### config.mk
export PLATFORM = sky130hd
export DESIGN_NAME = sht_front
export DESIGN_NICKNAME = d
export VERILOG_FILES = /design/src/sv/structural_hash_table_core_assert.svh /design/src/sv/sht_pkg.sv /design/src/sv/sht_front.sv
export SDC_FILE = /design/constraint.sdc
export NUM_CORES = 1
export LEC_CHECK = 0
export ABC_CLOCK_PERIOD_IN_PS = 8000
export BUFFER_PORTS_ARGS = -buffer_cell sky130_fd_sc_hd__buf_2
export CORE_ASPECT_RATIO = 1.5
export CORE_MARGIN = 2
export CORE_UTILIZATION = 55
export CTS_CLUSTER_SIZE = 10
export DETAILED_ROUTE_END_ITERATION = 6
export PLACE_DENSITY = 0.75
export SYNTH_ARGS = -nofsm -noshare
export SYNTH_HDL_FRONTEND = slang
export SYNTH_SLANG_ARGS = --single-unit
export TNS_END_PERCENT = 1
### constraint.sdc
create_clock -name clk -period 8 [get_ports clk]
set_input_delay 1.2 -clock clk [delete_from_list [all_inputs] [get_ports clk]]
set_output_delay 1.2 -clock clk [all_outputs]
set_load 0.1 [all_outputs]
### src/sv/structural_hash_table_core_assert.svh
// Assertion macros for the structural hash table core
`ifndef STRUCTURAL_HASH_TABLE_CORE_ASSERT_SVH
`define STRUCTURAL_HASH_TABLE_CORE_ASSERT_SVH
`define SHT_ASSERT_IMP(label, clk, rst_n, a, b) \
  label: assert property (@(posedge clk) disable iff (!rst_n) (a) |-> (b)) \
    else $error("implication failed");
`define SHT_ASSERT_NXT(label, clk, rst_n, a, b) \
  label: assert property (@(posedge clk) disable iff (!rst_n) (a) |=> (b)) \
    else $error("next-cycle check failed");
`endif

### src/sv/sht_pkg.sv
// Shared types and constants for the structural hash table
package sht_pkg;
  localparam int TABLE_DEPTH_DEF = 4096;
  localparam int NODE_ID_BITS_DEF = 16;
  localparam logic [1:0] OP_LOOKUP = 2'd0;
  localparam logic [1:0] OP_INSERT = 2'd1;
  localparam logic [1:0] OP_DELETE = 2'd2;
  localparam logic [1:0] OP_NONE = 2'd3;
  localparam logic [1:0] ST_OK = 2'd0;
  localparam logic [1:0] ST_MISS = 2'd1;
  localparam logic [1:0] ST_FULL = 2'd2;
  localparam logic [1:0] ST_ABSENT = 2'd3;
  localparam logic [12:0] SIZE_RESET = 13'd4093;
  localparam logic [0:0] REG_TABLE_SIZE = 1'b0;
  localparam logic [0:0] REG_REF_CHECK = 1'b1;
  typedef enum logic [1:0] {FE_IDLE, FE_MOD, FE_PUSH} fe_state_t;
  typedef enum logic [3:0] {
    BE_IDLE, BE_RD, BE_WAIT, BE_CHK, BE_REPL_RD, BE_REPL_WAIT, BE_REPL_CHK,
    BE_REH_MOD, BE_REH_PROBE_RD, BE_REH_PROBE_WAIT, BE_REH_PROBE_CHK, BE_DONE
  } be_state_t;
endpackage

### src/sv/sht_front.sv
// Front end: takes transfers, hashes the key, reduces it modulo the table size
module sht_front #(
  parameter int NODE_ID_BITS = sht_pkg::NODE_ID_BITS_DEF,
  parameter int IDX_BITS = 12,
  parameter int KEY_BITS = 2 * NODE_ID_BITS + 3,
  parameter int QW = 2 + KEY_BITS + NODE_ID_BITS + 1 + IDX_BITS
) (
  input  logic                    clk,
  input  logic                    rst_n,
  input  logic                    in_valid,
  output logic                    in_ready,
  input  logic [1:0]              in_operation,
  input  logic [KEY_BITS-1:0]     in_key,
  input  logic                    in_miss_force,
  input  logic [NODE_ID_BITS-1:0] in_node,
  input  logic [IDX_BITS:0]       size,
  output logic                    q_push,
  output logic [QW-1:0]           q_data,
  input  logic                    q_full
);
  localparam int HW = NODE_ID_BITS + 13;
  sht_pkg::fe_state_t st_r, st_nxt;
  logic [HW-1:0] rem_r, rem_nxt;
  logic [5:0] cnt_r, cnt_nxt;
  logic [1:0] op_r;
  logic [KEY_BITS-1:0] key_r;
  logic mf_r;
  logic [NODE_ID_BITS-1:0] node_r;
  logic [HW-1:0] h;
  logic [HW-1:0] sub;
  logic [HW-1:0] szsh;

  always_comb begin
    h = (HW'(in_key[KEY_BITS-1]) * HW'(1699)) ^
        (HW'(in_key[2*NODE_ID_BITS+1:NODE_ID_BITS+2]) * HW'(7937)) ^
        (HW'(in_key[NODE_ID_BITS+1:2]) * HW'(2971)) ^
        (HW'(in_key[1]) * HW'(911)) ^ (HW'(in_key[0]) * HW'(353));
  end

  assign szsh = HW'(size) << cnt_r;
  assign sub = rem_r - szsh;
  assign in_ready = (st_r == sht_pkg::FE_IDLE);
  assign q_data = {op_r, key_r, node_r, mf_r, rem_r[IDX_BITS-1:0]};

  always_comb begin
    st_nxt = st_r;
    rem_nxt = rem_r;
    cnt_nxt = cnt_r;
    q_push = 1'b0;
    unique case (st_r)
      sht_pkg::FE_IDLE: begin
        if (in_valid) begin
          rem_nxt = h;
          cnt_nxt = 6'(HW - 2);
          st_nxt = sht_pkg::FE_MOD;
        end
      end
      sht_pkg::FE_MOD: begin
        if ((szsh >> cnt_r) == HW'(size) && rem_r >= szsh) rem_nxt = sub;
        if (cnt_r == 6'd0) st_nxt = sht_pkg::FE_PUSH;
        else cnt_nxt = cnt_r - 6'd1;
      end
      sht_pkg::FE_PUSH: begin
        if (!q_full) begin
          q_push = 1'b1;
          st_nxt = sht_pkg::FE_IDLE;
        end
      end
      default: st_nxt = sht_pkg::FE_IDLE;
    endcase
  end

  always_ff @(posedge clk) begin
    if (!rst_n) st_r <= sht_pkg::FE_IDLE;
    else st_r <= st_nxt;
    rem_r <= rem_nxt;
    cnt_r <= cnt_nxt;
    if (in_valid && in_ready) begin
      op_r <= in_operation;
      key_r <= in_key;
      mf_r <= in_miss_force;
      node_r <= in_node;
    end
  end
endmodule

==> impl_results.md <==
- Status: finished, final reports clean
- Sum Neg Setup Slack: 0 ns
- Critical path data required time: 8.22 ns
- Number of sinks driven by the clock tree: 91
- Critical path type: input pin to register
- Port Buffers: 138
- Prevailing post-synth register cell: edfxtp_1
- Area of the core region: around 0.026 mm2
- Crit-path max cell delay: around 0.52 ns
- Post-layout min period: 6.26 ns
- Arrival time of the worst setup path: 6.47 ns
- Switching power: 3.10 mW
- Crit-path max FO: 5
- Multiplexer share of the synthesized area: 0.0472
- TritonRoute pass-1 iters: 5
- Wire length of the first global-routing pass: 63.6 mm
- Critical path cell sequence: buf_2 -> inv_1 -> fa_1 -> fa_1 -> fa_1 -> inv_1 -> fa_1 -> ha_1 -> ha_1 -> o21ai_0 -> a21boi_0 -> o41ai_1 -> o21ai_0 -> a2111oi_0 -> o21ai_0 -> xnor2_1 -> nor2_1 -> a211oi_1
- Post-route standard cell area excluding fillers: 0.0156 mm2
- Number of DRC violations after detailed-routing iteration 0: ~840
- Total global routing overflow: 0
- Routed vias: 11700
- Final Slew Violations: 0
- Startpoint class of the critical path: input pin
- Total I/O pin count: 139
- Vias in the first global route: 12200
- CTS clock-pin slew for the worst setup and hold paths: 0.07 ns
- Placer's final routability congestion estimate: slightly above 1
- Final layout net count: between 2000 and 2500
- Post-synth EDFFs: 89
- Clk Latency, worst-skew pair: 0.38 ns
- Skew final: 0.00751 ns
- RSZ-0062 raised after global routing: no
- Total of flip-flops plus latches after synthesis: 91
- Fraction of power consumed by combinational cells: 0.800
- Fraction of power consumed by sequential logic: 0.128
- GRT Util Overall: 0.303
- Quantity of gates resized following cts: 0
- Xor and xnor fraction of the mapped netlist area: 0.0652
- Mean instance size in the synthesized netlist: 9.51 um2
- Worst min-delay path category: register to register
- Cell area reported after detailed placement: 0.0153 mm2
- Residual DRC: 0
- Leakage power: 7.16 nW
- Dominant cells by area after synthesis: edfxtp_1 (19%), fa_1 (18%), ha_1 (17%), inv_1 (6.0%), xnor2_1 (4.9%)
- Total power density per cell area: 395 mW/mm2
- CP max stage cell: fa_1
- Post-Synth Simple-Gate Area: 0.118
- Gate count of the mapped netlist: 1511
- Total number of yosys warnings: 0
- Part of the cycle the worst path needs: 0.782
- Largest net degree at the start of global routing: 55
- CTS H-Tree Depth: 3
- CTS tree: done
- Pint: between 3 and 4 mW
- Most used cell, CP: fa_1
- Post-DRT Antenna Nets: 0
- Synthesized-area fraction occupied by adder cells: 0.345
- Finish-stage setup viols: 0
- Width of the chip: 136 um
- Synthesized-area fraction occupied by ao, oa, aoi and oai cells: 0.152
- Post-CTS setup buffer count: 0
- Setup crit end kind: register
- Fraction of registers with async set/reset: 0
- Post-synthesis cell area: 0.0144 mm2
- Share of the yosys chip area belonging to registers: 0.189
- Max Cap Violations: 0
- Maximum clock frequency: around 160 MHz
- Drt via density: 6.00
- Synth top area share: 0.186
- Cell type contributing the most total cell area after synthesis: edfxtp_1
- Number of unique standard cell types used by synthesis: 87
- Count of hold buffers inserted by post-cts repair: 0
- WL per Instance: 20.6 um
- Root buffer selected by CTS: clkbuf_16
- Number of antenna violations at the first check in global routing: 1
- Hold violation count in the final report: 0
- Switching share of power: 0.504
- Dominant combinational cell family by area after synthesis: adder cells
- Site Rows: between 70 and 80
- Inserted Clock Buffers: 9
- Share of cells above drive strength 1: 0.136
- Max_slew headroom: 0.109
- Die H: 202 um
- Worst vdd ir: 253 uV
- Part of the power in the clock network: 0.073
- Clock Tree Buf Depth: 2
- Total Wirelength: 40.2 mm
- Area growth, synth to finish: 8.39%
- Worst slew pin tran: about 1.3 ns
- Number of nets produced by synthesis: 1902
- Initial core utilization: 0.558
- Die outline area: 0.0275 mm2
- Post-detailed-placement half-perimeter wirelength: 32.4 mm
==> power groups by stage <==
stage / clock, mW / sequential, mW / combinational (mW)
floorplan: 0 / 0.897 / 3.81
global placement: 0 / 0.795 / 4.79
detailed placement: 0 / 0.796 / 4.87
CTS: 0.463 / 0.786 / 4.91
global route: 0.471 / 0.796 / 5.47
finish: 0.447 / 0.785 / 4.92
==> path summary, 6_finish.rpt <==
| path | from | endpoint | slack [ns] | cells after the start |
|---|---|---|---|---|
| hold reg to reg | st_r[1] | st_r[1] | 0.56 | 2 |
| setup reg to reg | cnt_r[1] | rem_r[12] | 2.17 | 14 |
| hold / removal | st_r[1] | st_r[1] | 0.56 | 2 |
| setup / recovery | in_key[20] | rem_r[28] | 1.74 | 18 |
==> metal layers <==
| layer | global-route usage | wire [um] | vias to the layer above | part of all wire |
|---|---|---|---|---|
| met2 | 0.535 | 20900 | 431 | 0.52 |
| met3 | 0.0539 | 2130 | 166 | 0.053 |
| met5 | 0 | 0 | - | 0 |
| met4 | 0.219 | 3350 | 0 | 0.083 |
| li1 | - | - | 5517 | - |
| met1 | 0.318 | 13900 | 5602 | 0.35 |
==> layout by cell type, fill, tap and decap left out, types with 10 or more instances in the layout <==
| cell type | n |
|---|---|
| inv_1 | 228 |
| ha_1 | 194 |
| buf_2 | 138 |
| fa_1 | 126 |
| edfxtp_1 | 89 |
| nand2_1 | 87 |
| nor2_1 | 86 |
| xnor2_1 | 80 |
| a21oi_1 | 66 |
| o21ai_0 | 54 |
| a21o_1 | 31 |
| nand3_1 | 29 |
| nor3_1 | 27 |
| xor2_1 | 27 |
| mux2i_1 | 23 |
| nand2b_1 | 23 |
| o211ai_1 | 18 |
| buf_4 | 15 |
| nor2b_1 | 14 |
| a211oi_1 | 13 |
| o21bai_1 | 12 |
| nand4_1 | 11 |
| and3_1 | 11 |
| o21a_1 | 11 |
| mux4_2 | 10 |
| nor4_1 | 10 |
==> critical path, delay by kind of cell <==
family | cells | cell delay [ns]
fa+ha+maj | 6 | 2.68
compound gates | 7 | 1.75
buf+inv | 3 | 0.50
xor+xnor | 1 | 0.28
simple gates | 1 | 0.07
==> registers in the layout, indices dropped and copies added (netlist names) <==
signal / count
key_r: 35
rem_r: 29
node_r: 16
cnt_r: 6
op_r: 2
st_r: 2
mf_r: 1
==> stage by stage <==
stage,hold slack (ns),utilization,std cells,power [mW],worst slack [ns]
after floorplan,0.499,-,1511,4.71,1.94
after global placement,0.539,0.593,1937,5.59,1.52
after detailed placement,0.548,0.593,1937,5.67,1.43
after CTS,0.560,0.604,1953,6.16,1.83
after global routing,0.604,0.604,1954,6.74,1.41
final,0.559,0.604,1954,6.16,1.74
==> synth_stat cells (12+ instances only) <==
cell type	count
nor2b_1	15
nand3_1	29
nand2b_1	23
o21ai_0	54
xor2_1	27
a211oi_1	13
xnor2_1	80
buf_4	14
mux2i_1	23
fa_1	126
o211ai_1	18
nand2_1	87
o21bai_1	12
nor3_1	28
nor2_1	86
clkbuf_1	25
inv_1	229
ha_1	194
a21oi_1	66
a21o_1	31
edfxtp_1	89
==> cell families after synthesis <==
family	after synthesis
adders and majority gates	320
buffers and inverters	291
DFF	91
muxes	47
xor gates and xnor gates	107
AOI/OAI and AO/OA	312
and+or+nand+nor	343
==> final cells by class <==
| cell class | instances | area (um2) |
|---|---|---|
| diodes | 1 | 2.50 |
| clock buffers | 9 | 225 |
| clock inverters | 7 | 71.3 |
| fillers | 2294 | 10200 |
| inverters | 231 | 867 |
| multi-input cells | 1129 | 10500 |
| flip-flops and latches | 91 | 2710 |
| well taps | 333 | 417 |
| repair buffers | 153 | 803 |
(Power assumes the default switching activity.)
