## config.mk

```make
export PLATFORM = sky130hd
export DESIGN_NAME = sht_queue
export DESIGN_NICKNAME = d
export VERILOG_FILES = /design/src/sv/structural_hash_table_core_assert.svh /design/src/sv/sht_queue.sv
export SDC_FILE = /design/constraint.sdc
export NUM_CORES = 1
export LEC_CHECK = 0
export BUFFER_PORTS_ARGS = -buffer_cell sky130_fd_sc_hd__buf_2
export CORE_ASPECT_RATIO = 0.8
export CORE_UTILIZATION = 45
export CTS_CLUSTER_SIZE = 24
export DETAILED_ROUTE_END_ITERATION = 8
export GPL_TIMING_DRIVEN = 0
export PLACE_DENSITY = 0.67
export SETUP_SLACK_MARGIN = 0.4
export SYNTH_ARGS = -nofsm -noshare
export SYNTH_HDL_FRONTEND = slang
export SYNTH_SLANG_ARGS = --single-unit
```

## constraint.sdc

```tcl
create_clock -name clk -period 1.65 [get_ports clk]
set_input_delay 0.33 -clock clk [delete_from_list [all_inputs] [get_ports clk]]
set_output_delay 0.33 -clock clk [all_outputs]
set_load 0.005 [all_outputs]
```

## src/sv/structural_hash_table_core_assert.svh

```systemverilog
// Assertion macros for the structural hash table core
`ifndef STRUCTURAL_HASH_TABLE_CORE_ASSERT_SVH
`define STRUCTURAL_HASH_TABLE_CORE_ASSERT_SVH
`define SHT_ASSERT_IMP(label, clk, rst_n, a, b) \
  label: assert property (@(posedge clk) disable iff (!rst_n) (a) |-> (b)) \
    else $error("implication failed");
`define SHT_ASSERT_NXT(label, clk, rst_n, a, b) \
  label: assert property (@(posedge clk) disable iff (!rst_n) (a) |=> (b)) \
    else $error("next-cycle check failed");
`endif

```

## src/sv/sht_queue.sv

```systemverilog
// Two-entry queue between the front and back end
module sht_queue #(
  parameter int QW = 8
) (
  input  logic          clk,
  input  logic          rst_n,
  input  logic          push,
  input  logic [QW-1:0] wdata,
  output logic          full,
  input  logic          pop,
  output logic          empty,
  output logic [QW-1:0] rdata
);
  logic [QW-1:0] mem_r [2];
  logic wp_r, rp_r;
  logic [1:0] cnt_r;
  assign full = (cnt_r == 2'd2);
  assign empty = (cnt_r == 2'd0);
  assign rdata = mem_r[rp_r];
  always_ff @(posedge clk) begin
    if (!rst_n) begin
      wp_r <= 1'b0;
      rp_r <= 1'b0;
      cnt_r <= 2'd0;
    end else begin
      if (push) wp_r <= ~wp_r;
      if (pop) rp_r <= ~rp_r;
      cnt_r <= cnt_r + 2'(push) - 2'(pop);
    end
    if (push) mem_r[wp_r] <= wdata;
  end
endmodule

```

==> results of run 1 <==
-- what timing repair did --
action / in CTS / in global routing
setup buffers: 0 / 0
gates resized for setup: 19 / 7
hold buffers: 0 / 0
pin swaps: 0 / 1
setup endpoints to repair: 18 / 11
-- final cells by class --
cell class              count  area (µm²)  share of cell area
multi-input cells          22         265               0.248
plain buffers               1        15.0              0.0140
flip-flops and latches     21         584               0.546
clock inverters             1        5.00             0.00468
inverters                   2        7.51             0.00702
well taps                  22        27.5              0.0257
clock buffers               3        22.5              0.0211
repair buffers             21         143               0.133
-- cells in the final DEF (no fill, tap or decap) --
cell type and n:
o21a_1 1, and2_1 4, xor2_1 1, inv_2 2, xnor3_1 1, nor2b_2 1, dfxtp_2 3, mux2_4 8
clkbuf_4 3, ha_4 2, buf_2 15, edfxtp_1 16, nor2_1 1, nor2b_1 3, buf_8 1, dfxtp_1 2
buf_6 6, clkinv_2 1
-- worst max-delay path by stage --
stage,from,end,slack (ps),cells after the start
CTS,flop,rdata[4],90,3
global route,flop,rdata[3],40,3
floorplan,push,mem_r[0][0]$_DFFE_PP_,490,1
finish,flop,rdata[4],90,3
global placement,push,mem_r[0][2]$_DFFE_PP_,170,2
detailed placement,push,mem_r[0][1]$_DFFE_PP_,170,2
-- cell families (layout without fill, tap and decap cells) --
family	after synthesis	count (layout)	synth area share
and+or+nand+nor	9	9	0.0672
DFF	21	21	0.725
AOI/OAI and AO/OA	1	1	0.00938
adders and majority gates	2	2	0.0312
muxes	8	8	0.113
xor gates and xnor gates	2	2	0.0391
buffers and inverters	3	28	0.0156
-- metrics by stage --
| stage | area [µm²] | worst slack, ps | total power, mW | utilization |
|---|---|---|---|---|
| global placement | 933 | 173 | 0.789 | 0.568 |
| floorplan | 801 | 493 | 0.730 | - |
| detailed placement | 933 | 171 | 0.796 | 0.568 |
| CTS | 1040 | 90.4 | 1.07 | 0.631 |
| finish | 1070 | 87.9 | 1.09 | 0.651 |
| global route | 1070 | 39.4 | 1.15 | 0.651 |
-- state kept, by name (all words and copies together), names as in the netlist, named ones only --
register,flops
mem_r,16
cnt_r,2
rp_r,1
wp_r,1
-- power groups by stage --
stage / logic [mW] / registers, mW / clock network [mW]
finish: 0.219 / 0.631 / 0.240
global route: 0.236 / 0.637 / 0.274
floorplan: 0.0977 / 0.633 / 0
detailed placement: 0.159 / 0.637 / 0
global placement: 0.154 / 0.635 / 0
CTS: 0.197 / 0.629 / 0.247
-- per-layer routing --
layer	routed length, µm	vias up
li1	-	214
met1	570	215
met2	732	12
met3	60	4
met4	27	0
met5	0	-
-- critical path: stages, from the launching register on --
cell	delay (ps)
dfxtp_2	360
buf_8	140
mux2_4	310
buf_6	120
==> out/results.txt, run 1 <==
Startpoint type of the worst setup path = flop
Sequential power share = 0.579
Clock skew = 8.68 ps
Final hold slack = 215 ps
WP data arrival = 1230 ps
Post-route insts no fill = 93
Worst Setup End Kind = output pin
Post-synth EDFFs = 16
Asr flop ratio synth = 0
M2 GR Usage = 0.233
Synth area leader = edfxtp_1
Port Buf Inserts = 21
Crit Reg-Reg Startpoint = cnt_r[0]$_SDFF_PN0_
Psw = 0.251 mW
IO Pins = 22
Num CTS Buffers = 3
Final ANT Viol Nets = 0
GR peak layer = met2
Post-synth top area share = 0.600
Int Power = 0.839 mW
Final setup vio count = 0
Initial Util = 0.487
Post-Syn Instances = 46
Main flop type after synthesis = edfxtp_1
Static leakage = 0.439 nW
CP Max Fanout = 8
DR vias/cell = 4.78
Core area = 1640 µm²
Final #Nets = 86
1st-iter DRT viols = 3
WP data required = 1320 ps
Outcome = finished, final reports clean
Hold_sp = wdata[2]
Post-DP HPWL = 884 µm
Post-Synthesis Net Count = 60
Clock Path Buffers = 2
Gr usage total = 0.145
GR Util met1 = 0.164
Worst skew pair latency = 300 ps
Seq cells post-synth = 21
Sw Ratio = 0.230
Avg WL per Cell = 14.9 µm
Share of layout cells above drive strength 1 = 0.592
Final wirelength = 1390 µm
# rows = 13
Die area = 1950 µm²
Root Buffer = clkbuf_4
CTS Sinks = 21
Worst VDD drop = 0.585 mV
Cell Area, Synth = 801 µm²
Initial antenna violation count = 0
Final hold viol count = 0
Largest net degree at the start of global routing = 13
RSZ-0062 raised after global routing = true
Most frequent cell after synthesis = edfxtp_1
Clock power frac = 0.220
Comb power frac = 0.201
First-pass GRT wire length = 1900 µm
Tmin final = 1560 ps
CTS tree = built
Hold Path Depth = 1
Number of distinct library cells after synthesis = 12
Clock-pin slew on the worst setup and hold paths = 120 ps
H-Tree Depth = 1
Fin. max-slew vios = 0
Vias in the first global route = 437
First-pass DRT Iterations = 3
Top post-synthesis cells by area = edfxtp_1, dfxtp_1, mux2_2
Hold Path Sink = mem_r[1][2]$_DFFE_PP_
Syn-to-layout area delta = 33.6%
WS Path Type = flop to output pin
Fill cell count = 120
P per Cell Area = 1020 nW/µm²
Tcrit/Tclk final = 0.947
Die height = 39.7 µm
Post-synthesis sequential area ratio = 0.725
Fmax = 640 MHz
Least-Margin Pin Slew = 473 ps
# DRC = 0
M3 GR Usage = 0.0426
Chip width = 49.2 µm
DP Cell Count = 89
Critical R2R Capture = cnt_r[1]$_SDFF_PN0_
Max_slew headroom = 0.683
Syn. warnings = 0
Number of diodes = 0
Commonest cells in the synthesized netlist = edfxtp_1, mux2_2, dfxtp_1, and2_1, nor2b_1
R2r worst-path depth = 6
Syn Area/Cell = 17.4 µm²
Vias post-DR = 445
R2r setup slk = 450 ps
Placer Congestion = 0.633
HP Class = input port to flop
Max Cap Violations = 0
Grt ovf = 0
Fin Setup TNS = 0 ps
No activity file was read; power rests on OpenSTA's default activity.
==> inputs of run 2 (changes only) <==
Settings changed: CORE_MARGIN from default to 1.5.
==> out/results.txt, run 2 (same netlist as run 1, synthesis figures left out) <==
Outcome = finished, final reports clean (unchanged)
Clock-pin slew on the worst setup and hold paths = 110 ps (was 120 ps)
CTS tree = built (unchanged)
DR vias/cell = 4.67 (was 4.78)
CTS Sinks = 21 (unchanged)
Fill cell count = 117 (was 120)
Worst path slowest cell = dfxtp_2 (unchanged)
Critical R2R Capture = cnt_r[1]$_SDFF_PN0_ (unchanged)
P per Cell Area = 1000 nW/µm² (was 1020 nW/µm²)
First-pass GRT wire length = 1780 µm (was 1900 µm)
Fin. max-slew vios = 0 (unchanged)
Final setup vio count = 0 (unchanged)
Die area = 2040 µm² (was 1950 µm²)
Root Buffer = clkbuf_4 (unchanged)
WS Path Type = flop to output pin (unchanged)
HP Class = input port to flop (unchanged)
IO Pins = 22 (unchanged)
Initial Util = 0.487 (unchanged)
Chip width = 50.2 µm (was 49.2 µm)
Tmin final = 1530 ps (was 1560 ps)
Crit Reg-Reg Startpoint = cnt_r[0]$_SDFF_PN0_ (unchanged)
Worst skew pair latency = 290 ps (was 300 ps)
Top flop regs = mem_r x16, cnt_r x2 (unchanged)
Port Buf Inserts = 21 (unchanged)
Final wirelength = 1120 µm (was 1390 µm)
Placer Congestion = 0.661 (was 0.633)
Most common cell after layout, fill and taps aside = edfxtp_1 (unchanged)
Max Cap Violations = 0 (unchanged)
Core area = 1640 µm² (unchanged)
Largest net degree at the start of global routing = 13 (unchanged)
First-pass DRT Iterations = 4 (was 3)
Gr usage total = 0.127 (was 0.145)
Worst Setup End Kind = output pin (unchanged)
Share of layout cells above drive strength 1 = 0.597 (was 0.592)
Avg WL per Cell = 11.9 µm (was 14.9 µm)
Worst Setup EP = rdata[7] (was rdata[4])
CP Max Fanout = 8 (unchanged)
WP buf/inv = 2 (unchanged)
Final #Nets = 87 (was 86)
Cell Chain, Critical Path = buf_8 -> mux2_4 -> buf_6 (unchanged)
Num CTS Buffers = 3 (unchanged)
Fmax = 653 MHz (was 640 MHz)
1st-iter DRT viols = 6 (was 3)
Crit path depth = 3 (unchanged)
Clock Path Buffers = 2 (unchanged)
Largest register FFs = 16 (unchanged)
Worst VDD drop = 0.575 mV (was 0.585 mV)
Grt ovf = 0 (unchanged)
Clock skew = 4.77 ps (was 8.68 ps)
WP data required = 1320 ps (about the same)
Vias post-DR = 439 (was 445)
Setup WS post-layout = 118 ps (was 87.9 ps)
Post-DP HPWL = 774 µm (was 884 µm)
CP max stage delay = 350 ps (was 360 ps)
H-Tree Depth = 1 (unchanged)
Crit path max-delay family = flip-flops (unchanged)
Fin Setup TNS = 0 ps (unchanged)
DP Worst Slack = 192 ps (was 171 ps)
R2r worst-path depth = 6 (unchanged)
Vias in the first global route = 394 (was 437)
# hold bufs at CTS = 0 (unchanged)
Static leakage = 0.449 nW (was 0.439 nW)
Highest-count cells in the layout ignoring fill and taps = edfxtp_1, buf_2, mux2_4, buf_6, and2_1 (unchanged)
Syn-to-layout area delta = 36.1% (was 33.6%)
# DRC = 0 (unchanged)
Max_slew headroom = 0.705 (was 0.683)
Least-Margin Pin Slew = 441 ps (was 473 ps)
Initial antenna violation count = 0 (unchanged)
R2r setup slk = 480 ps (was 450 ps)
Number of diodes = 0 (unchanged)
RSZ-0062 raised after global routing = true (unchanged)
Final ANT Viol Nets = 0 (unchanged)
Final hold viol count = 0 (unchanged)
Most flop-heavy register = mem_r (unchanged)
Startpoint type of the worst setup path = flop (unchanged)
# rows = 13 (unchanged)
Tcrit/Tclk final = 0.928 (was 0.947)
Die height = 40.7 µm (was 39.7 µm)
WP data arrival = 1200 ps (was 1230 ps)
run 2: repair_timing:
action / CTS / global route
pin swaps: 0 / 1
setup endpoints to repair: 18 / 10
buffers inserted: 0 / 1
resized for setup: 23 / 5
run 2: worst min path at each step:
stage	cells past startpoint	slack, ps	start	end
after CTS	1	210	wdata[3]	mem_r[1][3]$_DFFE_PP_
final	1	220	wdata[0]	mem_r[1][0]$_DFFE_PP_
after floorplan	0	430	wdata[0]	mem_r[0][0]$_DFFE_PP_
after global routing	1	190	wdata[0]	mem_r[0][0]$_DFFE_PP_
after detailed placement	1	520	wdata[3]	mem_r[1][3]$_DFFE_PP_
after global placement	1	520	wdata[1]	mem_r[0][1]$_DFFE_PP_
run 2: report_power, final:
part / internal, mW / leakage (nW) / switching [mW] / total [mW]
Combinational: 0.150 / 0.238 / 0.0813 / 0.231
Clock: 0.0901 / 0.0177 / 0.145 / 0.235
Sequential: 0.612 / 0.193 / 0.0176 / 0.629
Total: 0.852 / 0.449 / 0.244 / 1.10
run 2: area by class of cell:
class	instances	area (µm²)	area share
Timing Repair Buffer	22	163	0.149
Clock buffer	3	22.5	0.0207
Sequential cell	21	584	0.536
Inverter	2	7.51	0.00689
Tap cell	22	27.5	0.0253
Clock inverter	1	5.00	0.00459
Buffer	1	15.0	0.0138
Multi-Input combinational cell	22	265	0.243
run 2: routing by layer:
metal  wire length, µm  GRT usage  vias to the layer above
met5                 0          0                        -
met1               480      0.158                      216
met3                27     0.0328                        2
li1                  -          -                      215
met2               605      0.204                        6
met4                 8     0.0833                        0
run 2: per-stage QoR:
step	hold WS, ps	util	instances	cell area [µm²]	total power [mW]
final	217	0.663	94	1090	1.10
after global routing	188	0.663	94	1090	1.16
after CTS	207	0.644	93	1060	1.08
after detailed placement	521	0.568	89	933	0.794
after global placement	520	0.568	89	933	0.790
after floorplan	429	-	46	801	0.730
